[src/assert_macros.svh]
// ----------------------------------------------------------------------------
// assert_macros.svh
// Concurrent assertion helpers, compiled out when SYNTH is defined
// ----------------------------------------------------------------------------
`ifndef ASSERT_MACROS_SVH
`define ASSERT_MACROS_SVH

`ifndef SYNTH
// condition holds at every clock edge outside reset
`define ASSERT_ALWAYS(label, clk, rst, cond, msg) \
   label: assert property (@(posedge clk) disable iff (rst) (cond)) else $error(msg);
// antecedent in one cycle implies consequent in the next
`define ASSERT_NEXT(label, clk, rst, ante, cons, msg) \
   label: assert property (@(posedge clk) disable iff (rst) (ante) |=> (cons)) else $error(msg);
`else
`define ASSERT_ALWAYS(label, clk, rst, cond, msg)
`define ASSERT_NEXT(label, clk, rst, ante, cons, msg)
`endif

`endif

[src/gurc_pkg.sv]
// ----------------------------------------------------------------------------
// gurc_pkg
// Shared types and constants of the guest register cache allocator
// ----------------------------------------------------------------------------
`timescale 1ns / 1ps

package gurc_pkg;

   // fixed guest register file
   localparam int GUEST_REGS = 32;
   localparam int GUEST_W    = 5;
   // walk index covers every guest register and the guest count itself
   localparam int WALK_W     = GUEST_W + 1;
   localparam int SLOT_OUT_W = 3;

   // parameter defaults
   localparam int HOST_SLOTS_DEF      = 8;
   localparam int PRESERVED_SLOTS_DEF = 4;

   typedef enum logic [1:0] {
      OP_ALLOC = 2'd0,
      OP_DIRTY = 2'd1,
      OP_CALL  = 2'd2,
      OP_FLUSH = 2'd3
   } op_type;

   typedef enum logic [2:0] {
      ACT_NONE    = 3'd0,
      ACT_SAVE    = 3'd1,
      ACT_LOAD    = 3'd2,
      ACT_STORE   = 3'd3,
      ACT_RESTORE = 3'd4
   } action_type;

   typedef enum logic [2:0] {
      ST_IDLE,
      ST_MERGE,
      ST_SPILL,
      ST_TAKE,
      ST_FLUSH,
      ST_RESTORE,
      ST_FINISH
   } state_type;

   // walk unit command
   typedef struct packed {
      logic              load;
      logic              step;
      logic [WALK_W-1:0] start;
      logic [WALK_W-1:0] limit;
   } walk_cmd_type;

   // one move as it leaves the block
   typedef struct packed {
      action_type            action;
      logic [GUEST_W-1:0]    guest_reg;
      logic [SLOT_OUT_W-1:0] host_slot;
   } move_type;

   typedef struct packed {
      logic     valid;
      move_type move;
   } emit_type;

endpackage

[src/guest_register_cache_allocator.sv]
// ----------------------------------------------------------------------------
// guest_register_cache_allocator
// Maps guest registers onto host slots with a bump pointer, emitting the
// save, load, store and restore moves, when the output is free, at most one per cycle
// ----------------------------------------------------------------------------
// Steps to the last result in the output register: mark dirty finishes at once;
//   allocate merges, spills when it does not fit, then takes; call spills the
//   volatile slots when needed; flush stores, then restores; output stalls add.
// Throughput: one item at a time, at most one move per cycle while the output
//   is free, set by the single walk unit that steps slots and guest registers likewise.
// Reset: synchronous; clears mapped and dirty bits, slot valid, saved bits and the pointer.
`timescale 1ns / 1ps
`include "assert_macros.svh"

module guest_register_cache_allocator #(
   parameter int HOST_SLOTS      = gurc_pkg::HOST_SLOTS_DEF,
   parameter int PRESERVED_SLOTS = gurc_pkg::PRESERVED_SLOTS_DEF
) (
   input  logic                              clock,
   input  logic                              reset,
   input  logic                              req_valid,
   output logic                              req_stall,
   input  logic [1:0]                        req_op,
   input  logic [gurc_pkg::GUEST_W-1:0]      req_reg_a,
   input  logic [gurc_pkg::GUEST_W-1:0]      req_reg_b,
   input  logic [gurc_pkg::GUEST_W-1:0]      req_reg_c,
   input  logic [1:0]                        req_reg_count,
   output logic                              rsp_valid,
   input  logic                              rsp_stall,
   output logic [2:0]                        rsp_action,
   output logic [gurc_pkg::GUEST_W-1:0]      rsp_guest_reg,
   output logic [gurc_pkg::SLOT_OUT_W-1:0]   rsp_host_slot,
   output logic                              rsp_last
);
   import gurc_pkg::*;

   localparam int SLOT_W   = $clog2(HOST_SLOTS);
   localparam int OWN_N    = 1 << SLOT_W;
   localparam int NEXT_W   = $clog2(HOST_SLOTS + 1);
   localparam int PRES_EFF = (PRESERVED_SLOTS < HOST_SLOTS) ? PRESERVED_SLOTS : HOST_SLOTS;
   localparam int SAVED_IW = (PRES_EFF > 2) ? $clog2(PRES_EFF) : 1;
   localparam int SAVED_N  = 1 << SAVED_IW;

   // sequencer and item registers
   state_type          state_ff, state_in;
   op_type             op_ff;
   logic [GUEST_W-1:0] reg_a_ff, reg_b_ff, reg_c_ff;
   logic [1:0]         cnt_ff;
   logic [GUEST_W-1:0] uniq_ff [4];
   logic [1:0]         n_ff;
   logic [1:0]         k_ff, k_in;

   // cache state
   logic [GUEST_REGS-1:0] mapped_ff, mapped_in;
   logic [GUEST_REGS-1:0] dirty_ff, dirty_in;
   logic [SLOT_W-1:0]     gslot_ff [GUEST_REGS];
   logic [SLOT_W-1:0]     gslot_in [GUEST_REGS];
   logic [OWN_N-1:0]      own_valid_ff, own_valid_in;
   logic [GUEST_W-1:0]    own_guest_ff [OWN_N];
   logic [GUEST_W-1:0]    own_guest_in [OWN_N];
   logic [SAVED_N-1:0]    saved_ff, saved_in;
   logic [NEXT_W-1:0]     next_ff, next_in;

   // shared walk unit and result stage
   walk_cmd_type       walk_cmd;
   logic [WALK_W-1:0]  walk_idx;
   logic               walk_more;
   emit_type           emit;
   logic               fin;
   logic               out_free;

   logic req_fire;
   logic do_mark, do_merge, do_spill_clr, do_spill_end;
   logic do_take_save, do_take_load, do_restore_clr, do_clear_all;

   assign req_stall = (state_ff != ST_IDLE);
   assign req_fire  = req_valid && !req_stall;

   // widened views of the pointer and the walk index
   logic [WALK_W-1:0]   next_ext;
   logic [SLOT_W-1:0]   next_slot;
   logic [SLOT_W-1:0]   sp_slot;
   logic [GUEST_W-1:0]  sp_guest;
   logic [GUEST_W-1:0]  fl_guest;
   logic [WALK_W-1:0]   fl_slot_ext;
   logic [SAVED_IW-1:0] wk_saved_idx;
   logic [SAVED_IW-1:0] nx_saved_idx;
   logic [GUEST_W-1:0]  tk_guest;
   logic                tk_save_need;
   logic                call_spill;

   assign next_ext     = WALK_W'(next_ff);
   assign next_slot    = next_ext[SLOT_W-1:0];
   assign sp_slot      = walk_idx[SLOT_W-1:0];
   assign sp_guest     = own_guest_ff[sp_slot];
   assign fl_guest     = walk_idx[GUEST_W-1:0];
   assign fl_slot_ext  = WALK_W'(gslot_ff[fl_guest]);
   assign wk_saved_idx = walk_idx[SAVED_IW-1:0];
   assign nx_saved_idx = next_ext[SAVED_IW-1:0];
   assign tk_guest     = uniq_ff[k_ff];
   assign tk_save_need = (next_ext < WALK_W'(PRES_EFF)) && !saved_ff[nx_saved_idx];
   assign call_spill   = (next_ext > WALK_W'(PRES_EFF));

   // duplicate merge and fit check of the latched request
   logic               tk_b, tk_c;
   logic [1:0]         m_n;
   logic [1:0]         m_need;
   logic [GUEST_W-1:0] m_u1;
   logic               m_spill;

   always_comb begin
      tk_b    = (cnt_ff >= 2'd2) && (reg_b_ff != reg_a_ff);
      tk_c    = (cnt_ff == 2'd3) && (reg_c_ff != reg_a_ff) && !(tk_b && (reg_c_ff == reg_b_ff));
      m_u1    = tk_b ? reg_b_ff : reg_c_ff;
      m_n     = {1'b0, (cnt_ff != 2'd0)} + {1'b0, tk_b} + {1'b0, tk_c};
      m_need  = {1'b0, (m_n >= 2'd1) && !mapped_ff[reg_a_ff]}
              + {1'b0, (m_n >= 2'd2) && !mapped_ff[m_u1]}
              + {1'b0, (m_n == 2'd3) && !mapped_ff[reg_c_ff]};
      m_spill = (m_need != 2'd0) && ((next_ext + WALK_W'(m_need)) > WALK_W'(HOST_SLOTS));
   end

   // next state
   always_comb begin
      state_in = state_ff;
      case (state_ff)
         ST_IDLE: begin
            if (req_fire) begin
               case (op_type'(req_op))
                  OP_ALLOC: state_in = ST_MERGE;
                  OP_DIRTY: state_in = ST_FINISH;
                  OP_CALL:  state_in = call_spill ? ST_SPILL : ST_FINISH;
                  OP_FLUSH: state_in = ST_FLUSH;
                  default:  state_in = ST_FINISH;
               endcase
            end
         end
         ST_MERGE:   state_in = m_spill ? ST_SPILL : ST_TAKE;
         ST_SPILL: begin
            if (!walk_more) state_in = (op_ff == OP_ALLOC) ? ST_TAKE : ST_FINISH;
         end
         ST_TAKE: begin
            if (k_ff >= n_ff) state_in = ST_FINISH;
         end
         ST_FLUSH: begin
            if (!walk_more) state_in = ST_RESTORE;
         end
         ST_RESTORE: begin
            if (!walk_more) state_in = ST_FINISH;
         end
         ST_FINISH: begin
            if (out_free) state_in = ST_IDLE;
         end
         default: state_in = ST_IDLE;
      endcase
   end

   // sequencer outputs
   always_comb begin
      walk_cmd       = '0;
      emit           = '0;
      fin            = 1'b0;
      do_mark        = 1'b0;
      do_merge       = 1'b0;
      do_spill_clr   = 1'b0;
      do_spill_end   = 1'b0;
      do_take_save   = 1'b0;
      do_take_load   = 1'b0;
      do_restore_clr = 1'b0;
      do_clear_all   = 1'b0;
      k_in           = k_ff;
      case (state_ff)
         ST_IDLE: begin
            if (req_fire) begin
               case (op_type'(req_op))
                  OP_DIRTY: do_mark = 1'b1;
                  OP_CALL: begin
                     walk_cmd.load  = call_spill;
                     walk_cmd.start = WALK_W'(PRES_EFF);
                     walk_cmd.limit = next_ext;
                  end
                  OP_FLUSH: begin
                     walk_cmd.load  = 1'b1;
                     walk_cmd.start = WALK_W'(1);
                     walk_cmd.limit = WALK_W'(GUEST_REGS);
                  end
                  default: ;
               endcase
            end
         end
         ST_MERGE: begin
            do_merge       = 1'b1;
            k_in           = 2'd0;
            walk_cmd.load  = m_spill;
            walk_cmd.start = '0;
            walk_cmd.limit = next_ext;
         end
         // store dirty owners and release each slot of the range
         ST_SPILL: begin
            if (walk_more) begin
               if (own_valid_ff[sp_slot] && dirty_ff[sp_guest]) begin
                  if (out_free) begin
                     emit.valid          = 1'b1;
                     emit.move.action    = ACT_STORE;
                     emit.move.guest_reg = sp_guest;
                     emit.move.host_slot = walk_idx[SLOT_OUT_W-1:0];
                     do_spill_clr        = 1'b1;
                     walk_cmd.step       = 1'b1;
                  end
               end else begin
                  do_spill_clr  = own_valid_ff[sp_slot];
                  walk_cmd.step = 1'b1;
               end
            end else begin
               do_spill_end = 1'b1;
            end
         end
         // map each unmapped merged register at the pointer, saving a preserved slot first where needed
         ST_TAKE: begin
            if (k_ff < n_ff) begin
               if (mapped_ff[tk_guest] || (next_ext >= WALK_W'(HOST_SLOTS))) begin
                  k_in = k_ff + 2'd1;
               end else if (out_free) begin
                  emit.valid          = 1'b1;
                  emit.move.host_slot = next_ext[SLOT_OUT_W-1:0];
                  if (tk_save_need) begin
                     emit.move.action    = ACT_SAVE;
                     emit.move.guest_reg = '0;
                     do_take_save        = 1'b1;
                  end else begin
                     emit.move.action    = ACT_LOAD;
                     emit.move.guest_reg = tk_guest;
                     do_take_load        = 1'b1;
                     k_in                = k_ff + 2'd1;
                  end
               end
            end
         end
         // store dirty mapped registers in guest order, from guest register 1 upward
         ST_FLUSH: begin
            if (walk_more) begin
               if (mapped_ff[fl_guest] && dirty_ff[fl_guest]) begin
                  if (out_free) begin
                     emit.valid          = 1'b1;
                     emit.move.action    = ACT_STORE;
                     emit.move.guest_reg = fl_guest;
                     emit.move.host_slot = fl_slot_ext[SLOT_OUT_W-1:0];
                     walk_cmd.step       = 1'b1;
                  end
               end else begin
                  walk_cmd.step = 1'b1;
               end
            end else begin
               walk_cmd.load  = 1'b1;
               walk_cmd.start = '0;
               walk_cmd.limit = WALK_W'(PRES_EFF);
            end
         end
         // restore saved preserved slots, then drop the whole table
         ST_RESTORE: begin
            if (walk_more) begin
               if (saved_ff[wk_saved_idx]) begin
                  if (out_free) begin
                     emit.valid          = 1'b1;
                     emit.move.action    = ACT_RESTORE;
                     emit.move.guest_reg = '0;
                     emit.move.host_slot = walk_idx[SLOT_OUT_W-1:0];
                     do_restore_clr      = 1'b1;
                     walk_cmd.step       = 1'b1;
                  end
               end else begin
                  walk_cmd.step = 1'b1;
               end
            end else begin
               do_clear_all = 1'b1;
            end
         end
         ST_FINISH: fin = out_free;
         default: ;
      endcase
   end

   // cache state update
   always_comb begin
      mapped_in    = mapped_ff;
      dirty_in     = dirty_ff;
      gslot_in     = gslot_ff;
      own_valid_in = own_valid_ff;
      own_guest_in = own_guest_ff;
      saved_in     = saved_ff;
      next_in      = next_ff;
      if (do_mark && mapped_ff[req_reg_a]) begin
         dirty_in[req_reg_a] = 1'b1;
      end
      if (do_spill_clr) begin
         mapped_in[sp_guest]   = 1'b0;
         dirty_in[sp_guest]    = 1'b0;
         own_valid_in[sp_slot] = 1'b0;
      end
      if (do_spill_end) begin
         next_in = (op_ff == OP_ALLOC) ? '0 : NEXT_W'(PRES_EFF);
      end
      if (do_take_save) begin
         saved_in[nx_saved_idx] = 1'b1;
      end
      if (do_take_load) begin
         mapped_in[tk_guest]     = 1'b1;
         dirty_in[tk_guest]      = 1'b0;
         gslot_in[tk_guest]      = next_slot;
         own_valid_in[next_slot] = 1'b1;
         own_guest_in[next_slot] = tk_guest;
         next_in                 = next_ff + NEXT_W'(1);
      end
      if (do_restore_clr) begin
         saved_in[wk_saved_idx] = 1'b0;
      end
      if (do_clear_all) begin
         mapped_in    = '0;
         dirty_in     = '0;
         own_valid_in = '0;
         next_in      = '0;
      end
   end

   // control registers
   always_ff @(posedge clock) begin
      if (reset) begin
         state_ff     <= ST_IDLE;
         k_ff         <= '0;
         mapped_ff    <= '0;
         dirty_ff     <= '0;
         own_valid_ff <= '0;
         saved_ff     <= '0;
         next_ff      <= '0;
      end else begin
         state_ff     <= state_in;
         k_ff         <= k_in;
         mapped_ff    <= mapped_in;
         dirty_ff     <= dirty_in;
         own_valid_ff <= own_valid_in;
         saved_ff     <= saved_in;
         next_ff      <= next_in;
      end
   end

   // payload registers
   always_ff @(posedge clock) begin
      gslot_ff     <= gslot_in;
      own_guest_ff <= own_guest_in;
      if (req_fire) begin
         op_ff    <= op_type'(req_op);
         reg_a_ff <= req_reg_a;
         reg_b_ff <= req_reg_b;
         reg_c_ff <= req_reg_c;
         cnt_ff   <= req_reg_count;
      end
      if (do_merge) begin
         uniq_ff[0] <= reg_a_ff;
         uniq_ff[1] <= m_u1;
         uniq_ff[2] <= reg_c_ff;
         uniq_ff[3] <= '0;
         n_ff       <= m_n;
      end
   end

   gurc_walk u_walk (
      .clock (clock),
      .reset (reset),
      .cmd   (walk_cmd),
      .idx   (walk_idx),
      .more  (walk_more)
   );

   gurc_out u_out (
      .clock         (clock),
      .reset         (reset),
      .emit          (emit),
      .fin           (fin),
      .free          (out_free),
      .rsp_valid     (rsp_valid),
      .rsp_stall     (rsp_stall),
      .rsp_action    (rsp_action),
      .rsp_guest_reg (rsp_guest_reg),
      .rsp_host_slot (rsp_host_slot),
      .rsp_last      (rsp_last)
   );

   // mapped guest count equals valid slot count
   `ASSERT_ALWAYS(a_map_count, clock, reset, $countones(mapped_ff) == $countones(own_valid_ff), "mapped guest count differs from valid slot count")
   // no valid slot at or above the bump pointer
   `ASSERT_ALWAYS(a_valid_below_next, clock, reset, (own_valid_ff >> next_ff) == '0, "valid slot above the bump pointer")
   // pointer never runs past the slot count
   `ASSERT_ALWAYS(a_next_range, clock, reset, WALK_W'(next_ff) <= WALK_W'(HOST_SLOTS), "bump pointer out of range")
   // an accepted transfer keeps the input side busy in the next cycle
   `ASSERT_NEXT(a_busy_after_accept, clock, reset, req_fire, req_stall, "input not stalled after transfer")

endmodule

[src/gurc_walk.sv]
// ----------------------------------------------------------------------------
// gurc_walk
// Shared index unit: one counter, incrementer and limit compare used by the
// spill, flush and restore walks
// ----------------------------------------------------------------------------
`timescale 1ns / 1ps

module gurc_walk (
   input  logic                          clock,
   input  logic                          reset,
   input  gurc_pkg::walk_cmd_type        cmd,
   output logic [gurc_pkg::WALK_W-1:0]   idx,
   output logic                          more
);
   import gurc_pkg::*;

   logic [WALK_W-1:0] idx_ff, idx_in;
   logic [WALK_W-1:0] lim_ff, lim_in;

   // load a new range or step one index
   always_comb begin
      idx_in = idx_ff;
      lim_in = lim_ff;
      if (cmd.load) begin
         idx_in = cmd.start;
         lim_in = cmd.limit;
      end else if (cmd.step) begin
         idx_in = idx_ff + WALK_W'(1);
      end
   end

   always_ff @(posedge clock) begin
      if (reset) begin
         idx_ff <= '0;
         lim_ff <= '0;
      end else begin
         idx_ff <= idx_in;
         lim_ff <= lim_in;
      end
   end

   assign idx  = idx_ff;
   assign more = (idx_ff < lim_ff);

endmodule

[src/gurc_out.sv]
// ----------------------------------------------------------------------------
// gurc_out
// Result stage: a hold register keeps the newest move until the next one or
// the end of the item decides its last flag, then an output register drives
// the result channel
// ----------------------------------------------------------------------------
`timescale 1ns / 1ps

module gurc_out (
   input  logic                              clock,
   input  logic                              reset,
   input  gurc_pkg::emit_type                emit,
   input  logic                              fin,
   output logic                              free,
   output logic                              rsp_valid,
   input  logic                              rsp_stall,
   output logic [2:0]                        rsp_action,
   output logic [gurc_pkg::GUEST_W-1:0]      rsp_guest_reg,
   output logic [gurc_pkg::SLOT_OUT_W-1:0]   rsp_host_slot,
   output logic                              rsp_last
);
   import gurc_pkg::*;

   logic     hold_valid_ff, hold_valid_in;
   move_type hold_ff, hold_in;
   logic     rsp_valid_ff, rsp_valid_in;
   move_type rsp_ff, rsp_in;
   logic     rsp_last_ff, rsp_last_in;
   move_type none_move;

   assign none_move = '{action: ACT_NONE, guest_reg: '0, host_slot: '0};

   // output register can take a move this cycle
   assign free = !rsp_valid_ff || !rsp_stall;

   // hold and output register update
   always_comb begin
      hold_valid_in = hold_valid_ff;
      hold_in       = hold_ff;
      rsp_valid_in  = rsp_valid_ff && rsp_stall;
      rsp_in        = rsp_ff;
      rsp_last_in   = rsp_last_ff;
      if (emit.valid) begin
         if (hold_valid_ff) begin
            rsp_valid_in = 1'b1;
            rsp_in       = hold_ff;
            rsp_last_in  = 1'b0;
         end
         hold_valid_in = 1'b1;
         hold_in       = emit.move;
      end else if (fin) begin
         rsp_valid_in  = 1'b1;
         rsp_in        = hold_valid_ff ? hold_ff : none_move;
         rsp_last_in   = 1'b1;
         hold_valid_in = 1'b0;
      end
   end

   always_ff @(posedge clock) begin
      if (reset) begin
         hold_valid_ff <= 1'b0;
         rsp_valid_ff  <= 1'b0;
      end else begin
         hold_valid_ff <= hold_valid_in;
         rsp_valid_ff  <= rsp_valid_in;
      end
   end

   // payload registers
   always_ff @(posedge clock) begin
      hold_ff     <= hold_in;
      rsp_ff      <= rsp_in;
      rsp_last_ff <= rsp_last_in;
   end

   assign rsp_valid     = rsp_valid_ff;
   assign rsp_action    = rsp_ff.action;
   assign rsp_guest_reg = rsp_ff.guest_reg;
   assign rsp_host_slot = rsp_ff.host_slot;
   assign rsp_last      = rsp_last_ff;

endmodule
[config.mk]
export PLATFORM = sky130hd
export DESIGN_NAME = guest_register_cache_allocator
export DESIGN_NICKNAME = d
export VERILOG_FILES = /design/src/gurc_pkg.sv /design/src/guest_register_cache_allocator.sv /design/src/gurc_walk.sv /design/src/gurc_out.sv
export VERILOG_INCLUDE_DIRS = /design/src /design/src/src
export SDC_FILE = /design/constraint.sdc
export NUM_CORES = 1
export LEC_CHECK = 0
export ABC_AREA = 1
export BUFFER_PORTS_ARGS = -buffer_cell sky130_fd_sc_hd__buf_4
export CORE_UTILIZATION = 36
export DETAILED_ROUTE_END_ITERATION = 12
export GPL_ROUTABILITY_DRIVEN = 0
export GPL_TIMING_DRIVEN = 0
export PLACE_DENSITY = 0.56
export REMOVE_ABC_BUFFERS = 1
export SLEW_MARGIN = 20
export SYNTH_ARGS = -nofsm -noshare
export SYNTH_HDL_FRONTEND = slang
export SYNTH_SLANG_ARGS = --single-unit
[constraint.sdc]
create_clock -name clock -period 4.4 [get_ports clock]
set_clock_uncertainty 0.05 [all_clocks]
set_input_delay 1.32 -clock clock [delete_from_list [all_inputs] [get_ports clock]]
set_output_delay 1.32 -clock clock [all_outputs]
set_load 0.01 [all_outputs]
==> impl.org <==
** Final layout
- # diodes :: 0
- Final nets :: 2253
- Largest register FFs :: 96
- The area growth from synthesis to layout is 17.3%.
- The post-route netlist has 13.3% of its cells at a drive strength greater than 1.
- Largest registers :: gslot_ff x96, own_guest_ff x40
- gslot_ff holds more flip-flops than any other register.
- The finished cells cover about 0.020 sq mm.

** STA
- Setup WS post-layout :: -60.1 ps
- Max Fclk :: 224 MHz
- Setup violators final :: 2
- In the finished design, the share of the clock period the worst path needs comes to 101%.
- Post-route minimum period :: approximately 4500 ps
- Setup repair after global routing missed its margin :: yes
- Max-slew violations :: 0
- In this run the tightest slew margin relative to its limit is 29.2%.
- The final count of hold timing violations came to 0.
- At the pin with the least slew margin, the transition time is 1060 ps.

** Floorplan
- After floorplanning, the core was divided into 78 placement rows.
- The die is 217 um tall.
- For this configuration, the core starts out at a cell density of approximately 37%.
- Die Wd :: roughly 220 um
- Pin placement for this block handled 37 I/O pins.
- The region available for standard cell placement spans 0.0455 sq mm.
- Die outline area :: roughly 0.047 sq mm

** CTS
- The H-tree was split into 2 levels.
- Cts bufs inserted :: 35
- Clock tree buffer depth :: 3
- Clk slew on worst S/H paths :: 60 ps
- Clock root buffer :: sky130_fd_sc_hd__clkbuf_16
- Sink count of the clock tree :: 295
- TritonCTS clock tree :: yes
- Hold-fix buffers at CTS :: 0
- At the later pin of the worst-skew pair, clock insertion delay measures 560 ps.

** Power and ir drop
- Summed over all cells, the static leakage comes to 0.00860 uW.
- Summing internal, switching and leakage power gives 9980 uW.
- Power spread over the standard cell area amounts to 511 mW/mm^2.
- VDD sags by at most 0.244 mV.

** Synthesis
- Measured against the total synthesized area, the mux share comes to 0%.
- The biggest area contributor in the post-synthesis netlist is sky130_fd_sc_hd__edfxtp_1.
- Register bit count reported by yosys :: around 300
- Summing the areas of all xor and xnor instances in the mapped netlist gives 0.578% of the synthesized area.
- After synthesis, flip-flops and latches occupy 47.2% of the total area.
- After synthesis the cells add up to approximately 0.017 sq mm.
- Portion of synthesized cell area occupied by the leading cell type :: 35.2%
- Counting flops with an async set or reset pin after synthesis yields a share of 0%.
- Post-synth top cells :: 601 x sky130_fd_sc_hd__nand2_1, 350 x sky130_fd_sc_hd__inv_1, 204 x sky130_fd_sc_hd__nand3_1, 195 x sky130_fd_sc_hd__edfxtp_1, 134 x sky130_fd_sc_hd__o21ai_0
- Instance count of the mapped netlist :: 2141
- Among all flip-flop cells after synthesis, the most frequent one is sky130_fd_sc_hd__edfxtp_1.
- Yosys printed 0 warnings.
- Compound-Gate Fraction of Synth Area :: 12.5%
- Dominant combinational cell family by area after synthesis :: simple AND/OR/NAND/NOR gates
- After synthesis, the mean cell area works out to 7.78 sq um.
- Main area contributors after synthesis :: sky130_fd_sc_hd__edfxtp_1 35%, sky130_fd_sc_hd__nand2_1 14%, sky130_fd_sc_hd__dfxtp_1 12%
- Area share of and/or/nand/nor cells after synthesis :: 26.9%
- Among all cell types in the netlist, the one instantiated most often is sky130_fd_sc_hd__nand2_1.
- After Yosys synthesis, full adders, half adders and majority gates account for 1.86% of the synthesized area.
- Count of flip-flops with a built-in enable after synthesis :: 195
- The number of different library cells used by synthesis comes to between 50 and 60.

** Setup path
- Setup slack on the worst flop-to-flop path :: -60 ps
- By startpoint and endpoint, the worst setup path is classified as reg2reg.
- The largest individual stage delay along the critical path comes from the cell sky130_fd_sc_hd__fa_2.
- The worst setup path is captured at a flip-flop.
- In this run the worst path has a maximum fanout of 6.
- Worst stage delay on the critical path :: 570 ps
- Data on the critical path arrives at its endpoint at 4880 ps.
- Crit start category :: flip-flop
- For the worst setup path, the data required time is approximately 4800 ps.

** Run
- Max-Cap Viols :: 0

** Global route
- The total overflow left after global routing is 0.
- Initial antenna violation count :: 1
- Entering global routing, the biggest net connects 43 pins.
- GRT Total Usage :: 23.5%
- The first global-routing pass estimated 84500 um of wire.
- Vias in the first global route :: 14219

** Placed design
- Prior to clock tree synthesis, the placed netlist has a worst setup slack of -1350 ps.
- Once placement finished, the instance area stood at 0.0175 sq mm.
- Count of input and output buffers :: 36
- The wire-length estimate of the detail-placed layout is roughly 39000 um.

** Route
- Wire length per cell after detailed routing :: 19.9 um
- The final route contains 15289 vias.
- For this run, design rule violations remaining after detail routing come to 0.
- Total iterations of the first detailed-routing run :: 6
- For this block, the routed nets add up to 56500 um of wire.
- After the first detailed-routing iteration, the DRC count stood at around 1900.
- Per-cell via count in the routed design :: 5.40
- Once detail routing completed, the nets flagged for antenna violations numbered 0.

** Min path
- Path type of the worst min-delay path :: reg2reg

** Outcome
- The flow ran to the end, but the final reports show violations.
- The final reports fail on negative setup slack.
## cells in the final DEF, fill, tap and decap left out, drive strengths merged, types with 20 or more instances in the layout
cell and instances:
o21ai 152, edfxtp 195, nand4 22, dfxtp 100, ha 20, o22ai 24
nand2 613, nand3 223, clkbuf 44, o211ai 23, inv 364, a21oi 105
nor2 124, buf 104
## critical path, delay by kind of cell, from the launching register on
| kind | cells | cell delay, ps |
|---|---|---|
| adder cells (fa/ha/maj) | 3 | 1240 |
| flip-flops | 1 | 410 |
| buffers and inverters | 5 | 660 |
| AND/OR/NAND/NOR | 14 | 1130 |
| AO/OA/AOI/OAI | 6 | 880 |
## kinds of logic after synthesis
kind of cell | Yosys count
simple gates | 1007
buf+inv | 447
compound gates | 358
flops | 295
fa+ha+maj | 23
xor+xnor | 11
## repair_timing
item	4_1_cts	5_1_grt
cloned	2	2
setup endpoints to repair	121	125
endpoints found under the hold margin	0	0
pin swaps	17	21
resized for setup	45	43
setup buffers	27	26
## stage by stage
step	util (%)	setup TNS, ps	hold slack [ps]	cells
after floorplan	-	-20640	373	2063
after global placement	37.9	-441580	395	2699
after detailed placement	38.6	-63920	396	2715
after CTS	42.0	-268	410	2806
after global routing	42.9	-2410	418	2832
final	42.9	-114	410	2832
## final timing paths
path / start / end / cells after the start
setup / recovery: reg_a_ff[4]$_DFFE_PP_ / u_walk.idx[0]$_SDFFE_PP0P_ / 28
hold / removal: own_valid_ff[0]$_SDFF_PP0_ / own_valid_ff[0]$_SDFF_PP0_ / 2
setup reg to reg: reg_a_ff[4]$_DFFE_PP_ / u_walk.idx[0]$_SDFFE_PP0P_ / 28
hold reg to reg: own_valid_ff[0]$_SDFF_PP0_ / own_valid_ff[0]$_SDFF_PP0_ / 2
## routing by layer
| layer | part of all wire (%) | GRT usage, % |
|---|---|---|
| met3 | 9.3 | 3.84 |
| met1 | 42 | 31.9 |
| met5 | 0.012 | 0 |
| met4 | 4.1 | 9.81 |
| met2 | 45 | 37.1 |
## final cells by class
cell class              count  area, sq um
clock buffers              43          916
multi-input cells        1401         7270
well taps                 600          751
repair buffers            105         1090
clock inverters            19          226
fillers                  4631        25900
flip-flops and latches    295         7870
inverters                 369         1410
## report_power, final
part	leakage [uW]	internal (uW)	switching (uW)	total, uW
registers	0.00254	3210	180	3390
logic	0.00550	1040	2600	3640
clock network	0.000555	1730	1220	2950
total	0.00860	5980	4000	9980
Power figures use the tool's default switching activity.
